## config.mk

```make
export PLATFORM = sky130hd
export DESIGN_NAME = sorted_value_table_unit
export DESIGN_NICKNAME = d
export VERILOG_FILES = /design/src/design/svt_pkg.sv /design/src/design/svt_datapath.sv /design/src/design/svt_ctrl.sv /design/src/design/sorted_value_table_unit.sv
export VERILOG_INCLUDE_DIRS = /design/src /design/src/design
export SDC_FILE = /design/constraint.sdc
export NUM_CORES = 1
export LEC_CHECK = 0
export BUFFER_PORTS_ARGS = -buffer_cell sky130_fd_sc_hd__buf_2
export CORE_MARGIN = 2
export CORE_UTILIZATION = 50
export DETAILED_ROUTE_END_ITERATION = 6
export PLACE_DENSITY_LB_ADDON = 0.12
export SYNTH_ARGS = -nofsm -noshare
export SYNTH_HDL_FRONTEND = slang
export SYNTH_SLANG_ARGS = --single-unit
```

## constraint.sdc

```tcl
create_clock -name clk -period 8.21 [get_ports clk]
set_input_delay 0.4105 -clock clk [delete_from_list [all_inputs] [get_ports clk]]
set_output_delay 0.4105 -clock clk [all_outputs]
set_load 0.1 [all_outputs]
```

## src/design/assert_macros.svh

```systemverilog
// assertion helpers for the rtl
`ifndef ASSERT_MACROS_SVH
`define ASSERT_MACROS_SVH

// same-cycle implication, clocked on clk, off during reset
`define SVT_ASSERT_NOW(label, pre, post, msg) \
  label: assert property (@(posedge clk) disable iff (!rst_n) (pre) |-> (post)) \
    else $error(msg);

// next-cycle implication, clocked on clk, off during reset
`define SVT_ASSERT_NEXT(label, pre, post, msg) \
  label: assert property (@(posedge clk) disable iff (!rst_n) (pre) |=> (post)) \
    else $error(msg);

`endif

```

## src/design/svt_pkg.sv

```systemverilog
`timescale 1ns / 1ps
`default_nettype none

package svt_pkg;

  // request actions
  localparam logic [1:0] ACT_INSERT = 2'd0;
  localparam logic [1:0] ACT_SEARCH = 2'd1;
  localparam logic [1:0] ACT_REMOVE = 2'd2;
  localparam logic [1:0] ACT_CLEAR  = 2'd3;

  // result status codes
  localparam logic [1:0] ST_OK   = 2'd0;
  localparam logic [1:0] ST_MISS = 2'd1;
  localparam logic [1:0] ST_FULL = 2'd2;

  // entry count updates
  localparam logic [1:0] CNT_HOLD = 2'd0;
  localparam logic [1:0] CNT_INC  = 2'd1;
  localparam logic [1:0] CNT_DEC  = 2'd2;
  localparam logic [1:0] CNT_CLR  = 2'd3;

  // memory write selects
  localparam logic [1:0] WR_NONE      = 2'd0;
  localparam logic [1:0] WR_DATA_IDX  = 2'd1;
  localparam logic [1:0] WR_DATA_PREV = 2'd2;
  localparam logic [1:0] WR_VAL_IDX   = 2'd3;

  typedef struct packed {
    logic [1:0]         action;
    logic signed [31:0] value;
  } in_req_t;

  typedef struct packed {
    logic [1:0] status;
    logic       is_empty;
    logic [4:0] entry_count;
  } out_res_t;

  // controller to datapath
  typedef struct packed {
    logic       load;
    logic       rd_en;
    logic       rd_prev;
    logic [1:0] wr_sel;
    logic       idx_inc;
    logic       idx_dec;
    logic       set_found;
    logic       res_load;
    logic [1:0] cnt_op;
    logic [1:0] status;
  } svt_cmd_t;

  // datapath to controller
  typedef struct packed {
    logic full;
    logic idx_zero;
    logic idx_at_cnt;
    logic rd_less;
    logic rd_equal;
    logic found;
  } svt_stat_t;

endpackage

`default_nettype wire

```

## src/design/svt_datapath.sv

```systemverilog
`timescale 1ns / 1ps
`default_nettype none

module svt_datapath import svt_pkg::*; #(
  parameter int TABLE_DEPTH = 16
) (
  input  wire logic      clk,
  input  wire logic      rst_n,
  input  wire in_req_t   in_req,
  input  wire svt_cmd_t  cmd,
  output svt_stat_t      stat,
  output out_res_t       out_res
);

  localparam int CW = $clog2(TABLE_DEPTH + 1);
  localparam int AW = (TABLE_DEPTH > 1) ? $clog2(TABLE_DEPTH) : 1;

  logic [31:0]        mem [TABLE_DEPTH];
  logic [31:0]        rdata_r;
  logic signed [31:0] val_r;
  logic [CW-1:0]      idx_r, idx_nxt;
  logic [CW-1:0]      cnt_r, cnt_nxt;
  logic               found_r, found_nxt;
  logic [CW-1:0]      idx_prev;
  logic [AW-1:0]      waddr;
  logic [31:0]        wdata;
  out_res_t           res_r;

  assign idx_prev = idx_r - CW'(1);

  // scan index, hit flag and entry count
  always_comb begin
    idx_nxt   = idx_r;
    found_nxt = found_r;
    cnt_nxt   = cnt_r;
    if (cmd.load) begin
      idx_nxt   = (in_req.action == ACT_INSERT) ? cnt_r : '0;
      found_nxt = 1'b0;
    end else if (cmd.idx_inc) begin
      idx_nxt = idx_r + CW'(1);
    end else if (cmd.idx_dec) begin
      idx_nxt = idx_prev;
    end
    if (cmd.set_found) begin
      found_nxt = 1'b1;
    end
    case (cmd.cnt_op)
      CNT_INC: cnt_nxt = cnt_r + CW'(1);
      CNT_DEC: cnt_nxt = cnt_r - CW'(1);
      CNT_CLR: cnt_nxt = '0;
      default: cnt_nxt = cnt_r;
    endcase
  end

  always_ff @(posedge clk) begin
    if (!rst_n) begin
      idx_r   <= '0;
      found_r <= 1'b0;
      cnt_r   <= '0;
    end else begin
      idx_r   <= idx_nxt;
      found_r <= found_nxt;
      cnt_r   <= cnt_nxt;
    end
  end

  // request value
  always_ff @(posedge clk) begin
    if (cmd.load) begin
      val_r <= in_req.value;
    end
  end

  // write port address and data
  always_comb begin
    case (cmd.wr_sel)
      WR_DATA_PREV: begin
        waddr = idx_prev[AW-1:0];
        wdata = rdata_r;
      end
      WR_VAL_IDX: begin
        waddr = idx_r[AW-1:0];
        wdata = val_r;
      end
      default: begin
        waddr = idx_r[AW-1:0];
        wdata = rdata_r;
      end
    endcase
  end

  // entry memory, one write and one registered read
  always_ff @(posedge clk) begin
    if (cmd.wr_sel != WR_NONE) begin
      mem[waddr] <= wdata;
    end
    if (cmd.rd_en) begin
      rdata_r <= mem[cmd.rd_prev ? idx_prev[AW-1:0] : idx_r[AW-1:0]];
    end
  end

  // result register
  always_ff @(posedge clk) begin
    if (cmd.res_load) begin
      res_r.status      <= cmd.status;
      res_r.is_empty    <= (cnt_nxt == '0);
      res_r.entry_count <= 5'(cnt_nxt);
    end
  end

  assign out_res = res_r;

  // flags for the controller
  assign stat.full       = (cnt_r == CW'(TABLE_DEPTH));
  assign stat.idx_zero   = (idx_r == '0);
  assign stat.idx_at_cnt = (idx_r == cnt_r);
  assign stat.rd_less    = ($signed(rdata_r) < val_r);
  assign stat.rd_equal   = (rdata_r == val_r);
  assign stat.found      = found_r;

endmodule

`default_nettype wire

```

## src/design/svt_ctrl.sv

```systemverilog
`timescale 1ns / 1ps
`default_nettype none

module svt_ctrl import svt_pkg::*; (
  input  wire logic  clk,
  input  wire logic  rst_n,
  input  wire logic  in_valid,
  input  wire logic  [1:0] in_action,
  output logic       in_ready,
  output logic       out_valid,
  input  wire logic  out_ready,
  input  wire svt_stat_t stat,
  output svt_cmd_t   cmd
);

  localparam logic [2:0] S_IDLE   = 3'd0;
  localparam logic [2:0] S_READ   = 3'd1;
  localparam logic [2:0] S_EVAL   = 3'd2;
  localparam logic [2:0] S_PLACE  = 3'd3;
  localparam logic [2:0] S_FINISH = 3'd4;

  logic [2:0] state_r, state_nxt;
  logic [1:0] act_r, act_nxt;
  logic [1:0] st_r, st_nxt;
  logic [1:0] cop_r, cop_nxt;
  logic       out_valid_r, out_valid_nxt;
  logic       out_free;

  assign out_free  = !out_valid_r || out_ready;
  assign in_ready  = (state_r == S_IDLE);
  assign out_valid = out_valid_r;

  // sequencing of the table scan
  always_comb begin
    state_nxt = state_r;
    act_nxt   = act_r;
    st_nxt    = st_r;
    cop_nxt   = cop_r;
    cmd       = '0;
    cmd.wr_sel = WR_NONE;
    cmd.cnt_op = CNT_HOLD;
    cmd.status = st_r;
    case (state_r)
      S_IDLE: begin
        if (in_valid) begin
          cmd.load = 1'b1;
          act_nxt  = in_action;
          st_nxt   = ST_OK;
          cop_nxt  = CNT_HOLD;
          case (in_action)
            ACT_CLEAR: begin
              cop_nxt   = CNT_CLR;
              state_nxt = S_FINISH;
            end
            ACT_INSERT: begin
              if (stat.full) begin
                st_nxt    = ST_FULL;
                state_nxt = S_FINISH;
              end else begin
                state_nxt = S_READ;
              end
            end
            default: state_nxt = S_READ;
          endcase
        end
      end
      S_READ: begin
        if (act_r == ACT_INSERT) begin
          // walk down from the top, stop at the bottom
          if (stat.idx_zero) begin
            state_nxt = S_PLACE;
          end else begin
            cmd.rd_en   = 1'b1;
            cmd.rd_prev = 1'b1;
            state_nxt   = S_EVAL;
          end
        end else if (stat.idx_at_cnt) begin
          // end of the stored entries
          if ((act_r == ACT_REMOVE) && stat.found) begin
            st_nxt  = ST_OK;
            cop_nxt = CNT_DEC;
          end else begin
            st_nxt = ST_MISS;
          end
          state_nxt = S_FINISH;
        end else begin
          cmd.rd_en = 1'b1;
          state_nxt = S_EVAL;
        end
      end
      S_EVAL: begin
        case (act_r)
          ACT_INSERT: begin
            if (stat.rd_less) begin
              state_nxt = S_PLACE;
            end else begin
              // move the entry up one slot
              cmd.wr_sel  = WR_DATA_IDX;
              cmd.idx_dec = 1'b1;
              state_nxt   = S_READ;
            end
          end
          ACT_SEARCH: begin
            if (stat.rd_equal) begin
              st_nxt    = ST_OK;
              state_nxt = S_FINISH;
            end else begin
              cmd.idx_inc = 1'b1;
              state_nxt   = S_READ;
            end
          end
          default: begin
            // remove: mark the first hit, then close the gap behind it
            if (!stat.found) begin
              cmd.set_found = stat.rd_equal;
            end else begin
              cmd.wr_sel = WR_DATA_PREV;
            end
            cmd.idx_inc = 1'b1;
            state_nxt   = S_READ;
          end
        endcase
      end
      S_PLACE: begin
        cmd.wr_sel = WR_VAL_IDX;
        st_nxt     = ST_OK;
        cop_nxt    = CNT_INC;
        state_nxt  = S_FINISH;
      end
      S_FINISH: begin
        if (out_free) begin
          cmd.res_load = 1'b1;
          cmd.cnt_op   = cop_r;
          state_nxt    = S_IDLE;
        end
      end
      default: state_nxt = S_IDLE;
    endcase
  end

  // result handshake
  always_comb begin
    out_valid_nxt = out_valid_r;
    if (cmd.res_load) begin
      out_valid_nxt = 1'b1;
    end else if (out_ready) begin
      out_valid_nxt = 1'b0;
    end
  end

  always_ff @(posedge clk) begin
    if (!rst_n) begin
      state_r     <= S_IDLE;
      act_r       <= ACT_INSERT;
      st_r        <= ST_OK;
      cop_r       <= CNT_HOLD;
      out_valid_r <= 1'b0;
    end else begin
      state_r     <= state_nxt;
      act_r       <= act_nxt;
      st_r        <= st_nxt;
      cop_r       <= cop_nxt;
      out_valid_r <= out_valid_nxt;
    end
  end

endmodule

`default_nettype wire

```

## src/design/sorted_value_table_unit.sv

```systemverilog
// Sorted value table: holds up to TABLE_DEPTH signed 32-bit values in ascending
// order in a single-port-style entry memory (one write, one registered read per
// cycle). Each request is insert, search, remove-first-equal or clear; each
// gives one result with status, empty flag and entry count (low 5 bits). The
// table is scanned by a controller one entry at a time, a memory read (S_READ)
// then a compare (S_EVAL). Clear and insert into a full table do not scan;
// remove and a search that misses scan every stored entry; a search that hits
// stops on the matching entry; insert walks down from the top over the stored
// entries not less than the new value, shifting each up one slot, and stops at
// a smaller entry or at the bottom before it places the value. The last cycle
// of a request stretches while the previous result is still waiting for
// out_ready. One request is in progress at a time; a finished result waits in
// the output register while the next request is accepted. Entries are not
// cleared at reset, only the count, scan index and hit flag are.
`timescale 1ns / 1ps
`default_nettype none

module sorted_value_table_unit import svt_pkg::*; #(
  parameter int TABLE_DEPTH = 16
) (
  input  wire logic    clk,
  input  wire logic    rst_n,
  input  wire logic    in_valid,
  output logic         in_ready,
  input  wire in_req_t in_req,
  output logic         out_valid,
  input  wire logic    out_ready,
  output out_res_t     out_res
);

`include "assert_macros.svh"

  svt_cmd_t  cmd;
  svt_stat_t stat;

  // sequencer
  svt_ctrl u_ctrl (
    .clk       (clk),
    .rst_n     (rst_n),
    .in_valid  (in_valid),
    .in_action (in_req.action),
    .in_ready  (in_ready),
    .out_valid (out_valid),
    .out_ready (out_ready),
    .stat      (stat),
    .cmd       (cmd)
  );

  // entry memory, count and result register
  svt_datapath #(
    .TABLE_DEPTH (TABLE_DEPTH)
  ) u_dp (
    .clk     (clk),
    .rst_n   (rst_n),
    .in_req  (in_req),
    .cmd     (cmd),
    .stat    (stat),
    .out_res (out_res)
  );

  // checks
  `SVT_ASSERT_NEXT(a_one_request, in_valid && in_ready, !in_ready, "request overlap")
  `SVT_ASSERT_NOW(a_empty_count, out_valid && out_res.is_empty, out_res.entry_count == 5'd0, "empty with nonzero count")
  `SVT_ASSERT_NOW(a_full_count, out_valid && (out_res.status == ST_FULL), out_res.entry_count == 5'(TABLE_DEPTH), "full status with wrong count")

endmodule

`default_nettype wire

```

==> results.json <==
{
  "outcome": "complete, no violations",
  "area_growth_pct": 15.3,
  "synthArstFlopShare": 0,
  "critPathKind": "register to register",
  "maxCapViolations": 0,
  "p_total_mw": 7.70,
  "drt_wl_total_mm": 52.1,
  "drtAntennaViolNets": 0,
  "clock_sinks": 605,
  "cts_tree": "yes",
  "post-route-util": 0.584,
  "worstSetupStartpointType": "register",
  "final_nets": 1417,
  "cp.required_ns": 8.55,
  "numCtsBuffers": 61,
  "fin_area_um2": 27900,
  "p_per_area_nw_per_um2": 276,
  "rsz0062_at_grt": "no",
  "synthCells": 1204,
  "regArea_um2": 18000,
  "final_cell_mix": "edfxtp_1 (584), mux4_2 (160), nand2_1 (64)",
  "ir_drop_mv": 0.191,
  "synth_flop_cell": "edfxtp_1",
  "clock.fmax_mhz": 214,
  "grt_pass1_wl_mm": 78.6,
  "synth_nets": 1284,
  "clk_pin_slew_ns": 0.06,
  "hpwlAfterDp_mm": 30.0,
  "die_h_um": 224,
  "slew_headroom": 0.104,
  "antenna_found_initial": 0,
  "syn_area_per_cell_um2": 20.1,
  "multi_input_area_um2": 5960,
  "layout-drive-gt1-share": 0.271,
  "hp-class": "input pin to register",
  "grt_max_degree": 65,
  "route.vias.total": 11800,
  "drt_iter0_markers": 956,
  "die_x_um": 224,
  "synth_cell_types": 55,
  "cts.repair.resized": 0,
  "worstMarginPinSlew_ns": 1.34,
  "io-pin-count": 48,
  "finalSetupTns_ns": 0,
  "setup_viol": 0,
  "drt_pass1_iterations": 5,
  "fin_crit_sh": 0.569,
  "initial_utilization": 0.507,
  "clk_path_buf_depth": 3,
  "grt_pass1_vias": 12200,
  "drc": 0,
  "fin_crit_ns": 4.67,
  "post_drt_via_cell_ratio": 5.91,
  "finalMaxSlewViolations": 0,
  "grt_util_all_layers": 0.216,
  "synth_warnings": 0,
  "p_leak_nw": 9.30,
  "rows": 80,
  "final_common_cell": "edfxtp_1",
  "place_congestion": 0.794,
  "cts_root_buf": "clkbuf_16",
  "gr-total-overflow": 0,
  "finClkSkew_ns": 0.0394,
  "port_buffers": 47,
  "core_area_um2": 47700,
  "synth_seq_cells": 605,
  "hold_viol": 0,
  "synth-edff-count": 584,
  "htreeDepth": 2,
  "pre_cts_slack_ns": 3.54,
  "wl_per_cell_um": 26.0,
  "dieArea_um2": 50200,
  "arrival_ns": 5.01,
  "diodes": 0,
  "fill_cells": 3392,
  "dpl_cell_area_um2": 25400,
  "worst-path-max-fanout": 17,
  "yosysSeqAreaShare": 0.742,
  "critPathCaptureType": "register",
  "synth_area_um2": 24200,
  "layout_setup_ws_ns": 3.54,
  "insertion_delay_ns": 0.65
}
routing by layer:
| metal | global-route usage | wire length (µm) | part of all wire |
|---|---|---|---|
| met1 | 0.306 | 22800 | 0.44 |
| met5 | 0 | 0 | 0 |
| met3 | 0.0319 | 2610 | 0.050 |
| met2 | 0.353 | 25600 | 0.49 |
| met4 | 0.0630 | 1160 | 0.022 |
final timing paths:
| check | start | endpoint | slack, ns | depth (start not counted) |
|---|---|---|---|---|
| hold reg to reg | u_ctrl.st_r[0] | u_dp.out_res[6] | 0.44 | 0 |
| setup / recovery | u_dp.rdata_r[13] | u_dp.mem[7][29] | 3.54 | 10 |
| setup reg to reg | u_dp.rdata_r[13] | u_dp.mem[7][29] | 3.54 | 10 |
| hold / removal | in_req[33] | u_ctrl.act_r[1] | 0.08 | 3 |
cell usage after synthesis (10+ instances only):
master	count	area [µm²]
a21oi_1	22	110
buf_2	20	100
buf_4	11	82.6
clkbuf_1	18	67.6
dfxtp_1	21	420
edfxtp_1	584	17500
ha_1	41	513
inv_1	46	173
mux4_2	160	3600
nand2_1	64	240
nand3_1	15	75.1
nand4_1	12	75.1
nor2_1	29	109
nor3_1	10	50.1
o21ai_0	49	245
xnor2_1	13	114
through the flow:
| stage | std cells | hold slack, ns |
|---|---|---|
| 5_1_grt | 2002 | 0.0704 |
| 4_1_cts | 2002 | 0.0451 |
| 6_report | 2002 | 0.0772 |
| 2_1_floorplan | 1204 | 0.408 |
| 3_3_place_gp | 1856 | 0.421 |
| 3_5_place_dp | 1857 | 0.416 |
layout make-up:
type / count / area share
Clock buffer: 70 / 0.0559
Clock inverter: 43 / 0.0209
Timing Repair Buffer: 122 / 0.0322
Sequential cell: 605 / 0.643
Inverter: 48 / 0.00646
Multi-Input combinational cell: 499 / 0.213
Tap cell: 615 / 0.0276
registers in the layout, summed over array words and instances (netlist names):
signal            count
u_dp.mem            512
u_ctrl.st_r           2
u_ctrl.state_r        3
u_dp.found_r          1
u_dp.val_r           32
u_dp.out_res          8
u_dp.rdata_r         32
u_ctrl.out_valid      1
u_ctrl.cop_r          2
u_dp.cnt_r            5
u_dp.idx_r            5
u_ctrl.act_r          2
worst max-delay path, cell delays in order (launching register included):
cell and delay [ns]:
edfxtp_1 0.42, ha_1 0.32, a21o_1 0.16, a21o_1 0.17
a21oi_1 0.34, o211ai_1 0.34, a211oi_1 0.66, o21ai_0 0.36
a31oi_1 0.84, nor2_4 0.36, buf_4 0.38
repair_timing:
action | 4_1_cts | 5_1_grt
buffers inserted | 0 | 0
hold buffers | 32 | 0
hold endpoints to repair | 32 | 0
endpoints found under the setup margin | 0 | 0
power by group:
| group | switching (mW) | internal, mW | leakage, nW |
|---|---|---|---|
| sequential | 0.0459 | 3.57 | 5.45 |
| combinational | 0.633 | 0.512 | 2.81 |
| clock | 1.16 | 1.77 | 1.04 |
cells by family after synthesis:
logic type,after synthesis,synth area share
flip-flops,605,0.742
multiplexers,168,0.152
AND/OR/NAND/NOR,161,0.0315
AO/OA/AOI/OAI,112,0.0277
buffers and inverters,100,0.0189
adder cells (fa/ha/maj),42,0.0220
XOR/XNOR,16,0.00579
No activity file was read; power rests on OpenSTA's default activity.
